### src/rtl/llrs_pkg.sv
// Shared types and constants for the life-like automaton row step block.
// Used by llrs_cell and life_like_automaton_row_step_top; no dependencies.
package llrs_pkg;

  localparam int ROW_BITS   = 64;
  localparam int MASK_BITS  = 9;
  localparam int WIDTH_BITS = 7;
  localparam int IDX_BITS   = 2;
  localparam int CNT_BITS   = 4;

  localparam logic [IDX_BITS-1:0] REG_BIRTH   = 2'd0;
  localparam logic [IDX_BITS-1:0] REG_SURVIVE = 2'd1;
  localparam logic [IDX_BITS-1:0] REG_WIDTH   = 2'd2;

  localparam logic [MASK_BITS-1:0]  BIRTH_RESET   = 9'd8;
  localparam logic [MASK_BITS-1:0]  SURVIVE_RESET = 9'd12;
  localparam logic [WIDTH_BITS-1:0] WIDTH_RESET   = 7'd64;

  typedef struct packed {
    logic [ROW_BITS-1:0] row_cells;
    logic                final_row;
  } row_t;

  typedef struct packed {
    logic [ROW_BITS-1:0] next_row;
    logic                board_done;
  } res_t;

  // Masked bits one cell shares with its left and right neighbors.
  typedef struct packed {
    logic up;
    logic mid;
    logic row;
  } nbr_t;

  typedef struct packed {
    logic [MASK_BITS-1:0] birth;
    logic [MASK_BITS-1:0] survive;
  } rule_t;

  // Row-level control broadcast to every cell.
  typedef struct packed {
    logic load;
    logic shift;
    logic last;
  } ctrl_t;

endpackage

### src/rtl/life_like_automaton_row_step_top.sv
// Top level of the life-like automaton row step: a chain of column cells and a
// two-entry result queue. Depends on llrs_pkg and llrs_cell.
//
// Usage:
//   Rows of the board enter on the row channel (row_valid/row_ready/row), top row
//   first, one row per request; final_row marks the bottom row. Results leave on
//   the res channel (res_valid/res_ready/res). The first row of a board yields no
//   result; each later row yields the next generation of the row above it, and
//   the bottom row yields two results, the second with board_done set. A
//   one-row board yields a single result with board_done set.
//   Rule and width registers are written on the cfg channel (cfg_index 0 birth
//   mask, 1 survival mask, 2 row width); cfg_ready is always high. Write them
//   only while the block is idle.
// Timing:
//   A result is registered: it shows on res in the cycle after the row that
//   completes it is accepted. The cells evaluate a whole row combinationally, so
//   one row per cycle is sustained while res_ready stays high; a bottom row
//   holds off the next row while its two results drain through the queue.
//   A new row is taken when the queue is empty or its single entry leaves in
//   the same cycle, so a stalled receiver holds off at most two results.
// Reset:
//   rst clears the stored rows, the queue and the registers to B3/S23, width 64.
module life_like_automaton_row_step_top #(
  parameter int MAX_WIDTH = 64
) (
  input  logic                               clk,
  input  logic                               rst,
  input  logic                               row_valid,
  output logic                               row_ready,
  input  llrs_pkg::row_t                     row,
  output logic                               res_valid,
  input  logic                               res_ready,
  output llrs_pkg::res_t                     res,
  input  logic                               cfg_valid,
  output logic                               cfg_ready,
  input  logic [llrs_pkg::IDX_BITS-1:0]      cfg_index,
  input  logic [llrs_pkg::MASK_BITS-1:0]     cfg_data
);

  localparam int RB = llrs_pkg::ROW_BITS;
  localparam int WB = llrs_pkg::WIDTH_BITS;

  // Configuration registers.
  llrs_pkg::rule_t      rule;
  logic [WB-1:0]        row_width;
  logic [WB-1:0]        eff_width;

  // Row state and queue.
  logic                 middle_valid;
  llrs_pkg::res_t       q0;
  llrs_pkg::res_t       q1;
  logic [1:0]           cnt;
  logic [1:0]           cnt_next;
  llrs_pkg::res_t       q0_next;
  llrs_pkg::res_t       q1_next;

  logic                 accept;
  logic                 pop;
  llrs_pkg::ctrl_t      ctrl;
  logic [1:0]           push_n;

  logic [RB-1:0]        col_on;
  logic [RB-1:0]        gen_a;
  logic [RB-1:0]        gen_b;
  llrs_pkg::nbr_t       lane [RB];

  assign cfg_ready = 1'b1;

  always_ff @(posedge clk) begin
    if (rst) begin
      rule.birth   <= llrs_pkg::BIRTH_RESET;
      rule.survive <= llrs_pkg::SURVIVE_RESET;
      row_width    <= llrs_pkg::WIDTH_RESET;
    end else if (cfg_valid) begin
      case (cfg_index)
        llrs_pkg::REG_BIRTH:   rule.birth   <= cfg_data;
        llrs_pkg::REG_SURVIVE: rule.survive <= cfg_data;
        llrs_pkg::REG_WIDTH:   row_width    <= cfg_data[WB-1:0];
        default: ;
      endcase
    end
  end

  // Clamp the width to the number of cells built.
  assign eff_width = (row_width > WB'(MAX_WIDTH)) ? WB'(MAX_WIDTH) : row_width;

  assign pop       = res_valid & res_ready;
  assign row_ready = (cnt == 2'd0) || ((cnt == 2'd1) && res_ready);
  assign accept    = row_valid & row_ready;

  assign ctrl.load  = accept;
  assign ctrl.shift = middle_valid;
  assign ctrl.last  = row.final_row;

  // Chain of column cells; columns past MAX_WIDTH stay dead.
  for (genvar k = 0; k < RB; k++) begin : g_col
    if (k < MAX_WIDTH) begin : g_cell
      llrs_pkg::nbr_t lnb;
      llrs_pkg::nbr_t rnb;
      assign col_on[k] = (WB'(k) < eff_width);
      if (k == 0) begin : g_ledge
        assign lnb = '0;
      end else begin : g_lnb
        assign lnb = lane[k-1];
      end
      if (k == MAX_WIDTH - 1) begin : g_redge
        assign rnb = '0;
      end else begin : g_rnb
        assign rnb = lane[k+1];
      end
      llrs_cell u_cell (
        .clk     (clk),
        .rst     (rst),
        .col_on  (col_on[k]),
        .rule    (rule),
        .ctrl    (ctrl),
        .row_bit (row.row_cells[k]),
        .left    (lnb),
        .right   (rnb),
        .own     (lane[k]),
        .gen_a   (gen_a[k]),
        .gen_b   (gen_b[k])
      );
    end else begin : g_dead
      assign col_on[k] = 1'b0;
      assign lane[k]   = '0;
      assign gen_a[k]  = 1'b0;
      assign gen_b[k]  = 1'b0;
    end
  end

  // Pending row present: emit A, and B too on the bottom row. No pending row:
  // only a bottom row emits, as B with board_done.
  always_comb begin
    if (middle_valid) begin
      push_n = row.final_row ? 2'd2 : 2'd1;
    end else begin
      push_n = row.final_row ? 2'd1 : 2'd0;
    end
  end

  always_comb begin
    q0_next  = q0;
    q1_next  = q1;
    cnt_next = cnt;
    if (accept) begin
      if (middle_valid) begin
        q0_next.next_row   = gen_a;
        q0_next.board_done = 1'b0;
      end else begin
        q0_next.next_row   = gen_b;
        q0_next.board_done = 1'b1;
      end
      q1_next.next_row   = gen_b;
      q1_next.board_done = 1'b1;
      cnt_next           = push_n;
    end else if (pop) begin
      q0_next  = q1;
      cnt_next = cnt - 2'd1;
    end
  end

  always_ff @(posedge clk) begin
    if (rst) begin
      cnt          <= 2'd0;
      middle_valid <= 1'b0;
    end else begin
      cnt <= cnt_next;
      if (accept) begin
        middle_valid <= ~row.final_row;
      end
    end
  end

  // Queue payload: no reset needed.
  always_ff @(posedge clk) begin
    q0 <= q0_next;
    q1 <= q1_next;
  end

  assign res_valid = (cnt != 2'd0);
  assign res       = q0;

endmodule

### src/rtl/llrs_cell.sv
// One column cell: holds the upper and middle bits of its column and counts neighbors.
// Depends on llrs_pkg for the neighbor, rule and control structs.
module llrs_cell (
  input  logic           clk,
  input  logic           rst,
  input  logic           col_on,
  input  llrs_pkg::rule_t rule,
  input  llrs_pkg::ctrl_t ctrl,
  input  logic           row_bit,
  input  llrs_pkg::nbr_t left,
  input  llrs_pkg::nbr_t right,
  output llrs_pkg::nbr_t own,
  output logic           gen_a,
  output logic           gen_b
);

  logic upper;
  logic middle;
  logic [llrs_pkg::CNT_BITS-1:0]  cnt_a;
  logic [llrs_pkg::CNT_BITS-1:0]  cnt_b;
  logic [llrs_pkg::MASK_BITS-1:0] mask_a;
  logic [llrs_pkg::MASK_BITS-1:0] mask_b;

  assign own.up  = upper & col_on;
  assign own.mid = middle & col_on;
  assign own.row = row_bit & col_on;

  // A: pending row between upper and incoming row. B: incoming row with dead row below.
  assign cnt_a = {3'b000, left.up} + {3'b000, own.up} + {3'b000, right.up}
               + {3'b000, left.mid} + {3'b000, right.mid}
               + {3'b000, left.row} + {3'b000, own.row} + {3'b000, right.row};
  assign cnt_b = {3'b000, left.mid} + {3'b000, own.mid} + {3'b000, right.mid}
               + {3'b000, left.row} + {3'b000, right.row};

  assign mask_a = own.mid ? rule.survive : rule.birth;
  assign mask_b = own.row ? rule.survive : rule.birth;
  assign gen_a  = col_on & mask_a[cnt_a];
  assign gen_b  = col_on & mask_b[cnt_b];

  always_ff @(posedge clk) begin
    if (rst) begin
      upper  <= 1'b0;
      middle <= 1'b0;
    end else if (ctrl.load) begin
      upper  <= ctrl.shift & ~ctrl.last & own.mid;
      middle <= ~ctrl.last & own.row;
    end
  end

endmodule
### config.mk
export PLATFORM = sky130hd
export DESIGN_NAME = life_like_automaton_row_step_top
export DESIGN_NICKNAME = d
export VERILOG_FILES = /design/src/rtl/llrs_pkg.sv /design/src/rtl/life_like_automaton_row_step_top.sv /design/src/rtl/llrs_cell.sv
export SDC_FILE = /design/constraint.sdc
export NUM_CORES = 2
export LEC_CHECK = 0
export BUFFER_PORTS_ARGS = -buffer_cell sky130_fd_sc_hd__buf_2
export CAP_MARGIN = 10
export CORE_MARGIN = 2
export CORE_UTILIZATION = 44
export DETAILED_ROUTE_END_ITERATION = 8
export PLACE_DENSITY = 0.7
export SETUP_SLACK_MARGIN = 0.3
export SLEW_MARGIN = 40
export SYNTH_ARGS = -nofsm -noshare
export SYNTH_HDL_FRONTEND = slang
export SYNTH_HIERARCHICAL = 1
export SYNTH_SLANG_ARGS = --single-unit
### constraint.sdc
create_clock -name clk -period 6.6 [get_ports clk]
set_input_delay 0.33 -clock clk [delete_from_list [all_inputs] [get_ports clk]]
set_output_delay 0.33 -clock clk [all_outputs]
set_load 0.03 [all_outputs]
# After elaboration in Yosys (flattened, before gate mapping)
# Cells that the tools add are included.
# totals
ff_bits	285
inputBits	81
elab_cells	1879
# classes
n_addsub	693
magnitude_cmp	193
eq_ne	3
mux	393
bitwise_logic	452
n_reduce_logical	9
# ops
operator	count
$add A4 B1 Y4	566
$mux W9	128
$lt A4 B5 Y1 const B	128
$bmux W1 S4	128
$and A1 B1 Y1	451
$add A1 B1 Y2	126
$lt A6 B7 Y1 const A	32
$mux W65	3
$mux W1	129
$lt A5 B7 Y1 const A	16
$lt A4 B7 Y1 const A	8
$lt A3 B7 Y1 const A	4
$lt A1 B7 Y1 const A	2
$lt A2 B7 Y1 const A	2
$mux W2	4
$gt A7 B7 Y1 const B	1
$mux W7	1
$reduce_and A2 Y1	3
$eq A2 B1 Y1 const B	2
$logic_not A2 Y1	2
$reduce_bool A2 Y1	2
$eq A2 B2 Y1 const B	1
$sub A2 B1 Y2 const B	1
$logic_and A1 B1 Y1	1
other kinds (2)	2

# Longest topological paths before layout
# logic_depth
ltp_word	16
mapped_depth	22
mapped_depth_nobuf	20

# Cells and area by module
# The synthesis kept the hierarchy.
# by_module_without_submodules
module	instances	cells_each	area_each_um2
llrs_cell (g_col[0].g_cell.u_cell ...)	35	72	688.2
llrs_cell (g_col[37].g_cell.u_cell ...)	23	68	673.1
life_like_automaton_row_step_top	1	584	7307.0
llrs_cell (g_col[56].g_cell.u_cell ...)	2	69	658.1
llrs_cell (g_col[26].g_cell.u_cell ...)	2	66	653.1
llrs_cell (g_col[9].g_cell.u_cell)	1	72	691.9
llrs_cell (g_col[8].g_cell.u_cell)	1	68	668.1

# Least setup slack after synthesis
# OpenSTA, ideal clock, no wires.
# synth_path
kind	flip-flop to flip-flop
from	reg row_width[3]
to	reg q0, in the netlist res[57] (data pin)
t_arrival_ns	5.143
t_required_ns	6.339
setup_slack_ns	1.196
stages_incl_launch_ff	22
period_less_slack_ns	5.404
path_cell_list	dfxtp_1 -> buf_2 -> nand2_1 -> or2_2 -> clkbuf_1 -> o21ai_0 -> buf_6 -> nand2_1 -> inv_1 -> inv_1 -> fa_1 -> fa_1 -> fa_1 -> inv_1 -> ha_1 -> fa_1 -> xor2_2 -> mux4_2 -> o211ai_1 -> nand3_1 -> mux2i_1 -> a21oi_1
# synth_rtl
item	line_no	text
start: declaration	life_like_automaton_row_step_top.sv:45	logic [WB-1:0] row_width;
start signal: assignment	life_like_automaton_row_step_top.sv:73	row_width <= llrs_pkg::WIDTH_RESET;
start signal: assignment	life_like_automaton_row_step_top.sv:78	llrs_pkg::REG_WIDTH: row_width <= cfg_data[WB-1:0];
end signal: assignment	life_like_automaton_row_step_top.sv:177	q0 <= q0_next;
end: declaration	life_like_automaton_row_step_top.sv:50	llrs_pkg::res_t q0;

==> flow_metrics.env <==
export IMPL_grt_pass1_wl_mm=257
export IMPL_status="complete, no violations"
export IMPL_rows=124
export IMPL_synth_edf_count=129
export IMPL_timing_fmax_mhz=164
export IMPL_crit_path_start_kind="flip-flop"
export IMPL_antenna_found_initial=28
export IMPL_netSwitchingFraction=0.441
export IMPL_wl_per_cell_um=24.6
export IMPL_yosysTopAreaCell="fa_1"
export IMPL_synthArstFlopShare=0
export IMPL_num_vias=43574
export IMPL_critPathRequiredTime_ns=6.93
export IMPL_combPwrFrac=0.564
export IMPL_crit_arrival_ns=6.41
export IMPL_seqPwrFrac=0.223
export IMPL_fp_dieArea_um2=118000
export IMPL_maxCapViolations=0
export IMPL_crit_type="flip-flop to flip-flop"
export IMPL_fillers=10447
export IMPL_rr_startpoint="row_width[2]"
export IMPL_min_period_ns=6.08
export IMPL_layout_drive_gt1_share=0.162
export IMPL_vdd_drop_max_mv=0.155
export IMPL_grt_total_usage=0.280
export IMPL_cts_buffers=42
export IMPL_hold_path_class="input port to flip-flop"
export IMPL_p_sw_mw=4.98
export IMPL_place_ws_ns=0.320
export IMPL_root_buffer="clkbuf_16"
export IMPL_finalSetupTns_ns=0
export IMPL_clock_path_buffers=3
export IMPL_routed_via_density=6.39
export IMPL_crit_fanout=14
export IMPL_p_total_mw=11.3
export IMPL_overflow=0
export IMPL_synthTopCellsByArea="fa_1 (15%), mux4_2 (10%), edfxtp_1 (7.6%)"
export IMPL_yosysSeqAreaShare=0.138
export IMPL_fin_skew_ns=0.0245
export IMPL_p_int_mw=6.30
export IMPL_cts_sinks=285
export IMPL_pin_count=149
export IMPL_hpwlAfterDp_mm=106
export IMPL_worstMarginPinSlew_ns=0.906
export IMPL_drtAntennaViolNets=0
export IMPL_globalplace_congestion=0.897
export IMPL_synth_top_area_share=0.151
export IMPL_syn2layout_area_growth_pct=8.46
export IMPL_core_um2=115000
export IMPL_holdPathStages=3
export IMPL_multi_input_area_um2=39000
export IMPL_placement_io_buffers=147
export IMPL_synth_warning_count=6
export IMPL_min_from="cfg_data[1]"
export IMPL_grt_max_degree=127
export IMPL_synthFlopType="dfxtp_1"
export IMPL_synth_cells=5078
export IMPL_power_leakage_nw=25.6
export IMPL_start_util=0.444
export IMPL_hold_path_end="row_width[1]"
export IMPL_regArea_um2=7070
export IMPL_powerDensity_nw_per_um2=204
export IMPL_r2r_cells=19
export IMPL_setup_viol=0
export IMPL_hold_viol_final=0
export IMPL_final_common_cell="inv_1"
export IMPL_drt_wl_total_mm=168
export IMPL_post_route_drc_count=0
export IMPL_setup_ws_ns=0.516
export IMPL_crit_path_end_kind="flip-flop"
export IMPL_die_x_um=344
export IMPL_mappedNetlistArea_um2=50900
export IMPL_place_area_um2=53600
export IMPL_die_y_um=344
export IMPL_drv_slew=0
export IMPL_final_cell_mix="inv_1 (949), fa_1 (384), mux2i_1 (331), nand2_1 (304), a21oi_1 (278)"
export IMPL_reg2reg_slack_ns=0.52
export IMPL_cts_tree="done"
export IMPL_max_slew_margin_rel=0.390
export IMPL_synth_distinct_cells=67
export IMPL_clk_pin_slew_ns=0.06
export IMPL_fin_crit_sh=0.922
export IMPL_first_iter_violations=4208
export IMPL_final_area_um2=55200
export IMPL_r2r_end="res[40]"
export IMPL_htreeDepth=2
export IMPL_dr_pass1_iters=6
export IMPL_synth_avg_cell_area_um2=10.0
export IMPL_rsz0062_at_grt="yes"
export IMPL_ys_seq_elements=285
export IMPL_p_clk_frac=0.213
export IMPL_grt_pass1_vias=43816
export IMPL_nets=5990
export IMPL_clk_latency_ns=0.62
## worst max path at each step
stage | cells past startpoint | slack, ns | end | startpoint
after floorplan | 21 | 1.20 | res[57] | row_width[3]
after global placement | 18 | 0.49 | res[57] | row_width[4]
after detailed placement | 18 | 0.32 | res[57] | row_width[4]
after CTS | 20 | 0.36 | res[60] | row_width[4]
after global routing | 20 | 0.29 | res[58] | row_width[4]
final | 19 | 0.52 | res[40] | row_width[2]
## power by group through the flow
stage / logic (mW) / clock network [mW] / registers, mW
2_1_floorplan: 4.51 / 0 / 2.79
3_3_place_gp: 6.03 / 0 / 2.57
3_5_place_dp: 6.26 / 0 / 2.54
4_1_cts: 6.29 / 2.45 / 2.51
5_1_grt: 6.96 / 2.50 / 2.53
6_report: 6.36 / 2.40 / 2.51
## synth_stat cells (48+ instances only)
master    number
fa_1         384
o21ai_1       48
mux4_1       110
xor2_1        59
a211oi_1      67
nand2b_1     126
and3_1       134
nand2_1      310
inv_1        950
a21oi_1      278
o22ai_1       60
edfxtp_1     129
mux2i_1      331
ha_1         259
nand3_1       76
nor2b_1       56
a2111o_1      71
dfxtp_1      156
a21o_1        63
nand4b_1      96
nor2_1       197
mux4_2       228
buf_6         64
## per-layer routing
layer  share of wire  wire length [um]  track usage
met5          0.0014               227      0.00160
met1            0.39             65400        0.371
met4           0.042              7070        0.116
met2            0.45             74800        0.435
met3            0.12             20000       0.0716
## flip-flops by register name, indices dropped and copies added, names as in the netlist
register                    flops
rule                           18
row_width                       7
q1                             64
cnt                             2
g_col.g_cell.u_cell/middle     64
res                            65
middle_valid                    1
g_col.g_cell.u_cell/upper      64
## worst max-delay path, stage by stage (launching register included)
cell and delay, ns:
dfxtp_2 0.46, nor2b_2 0.30, nand3_1 0.30, a21oi_1 0.65, nand2_1 0.43, inv_1 0.24, inv_1 0.10, fa_1 0.56
fa_1 0.43, fa_1 0.49, inv_1 0.04, ha_1 0.19, fa_1 0.38, xor2_1 0.27, and2b_1 0.23, nor4b_1 0.14
a311oi_1 0.25, o21ai_1 0.10, mux2i_1 0.18, a21oi_2 0.08
## kinds of logic after synthesis
logic type,Yosys count,synth area share
other,2,0.000148
adder cells (fa/ha/maj),643,0.215
AND/OR/NAND/NOR,1299,0.155
buffers and inverters,1128,0.0983
XOR/XNOR,64,0.0118
flip-flops,285,0.138
AO/OA/AOI/OAI,904,0.128
multiplexers,753,0.254
## final cells by class
class	instances	share of cell area
timing repair buffer	254	0.0331
tap	1512	0.0343
clock inverter	15	0.00320
multi-input combinational	3673	0.706
inverter	1010	0.0726
clock buffer	62	0.0217
antenna	11	0.000499
sequential	285	0.128
## metrics by stage
step | hold WS (ns) | std cells | utilization
2_1_floorplan | 0.399 | 5086 | -
3_3_place_gp | 0.455 | 6723 | 0.467
3_5_place_dp | 0.459 | 6730 | 0.468
4_1_cts | 0.0445 | 6809 | 0.481
5_1_grt | 0.0813 | 6816 | 0.482
6_report | 0.0802 | 6822 | 0.482
## what timing repair did
action / 4_1_cts / 5_1_grt
setup buffers: 0 / 0
endpoints found under the hold margin: 4 / 0
resized for setup: 1 / 19
hold buffers: 2 / 0
setup endpoints to repair: 1 / 28
No activity file was read; power rests on OpenSTA's default activity.
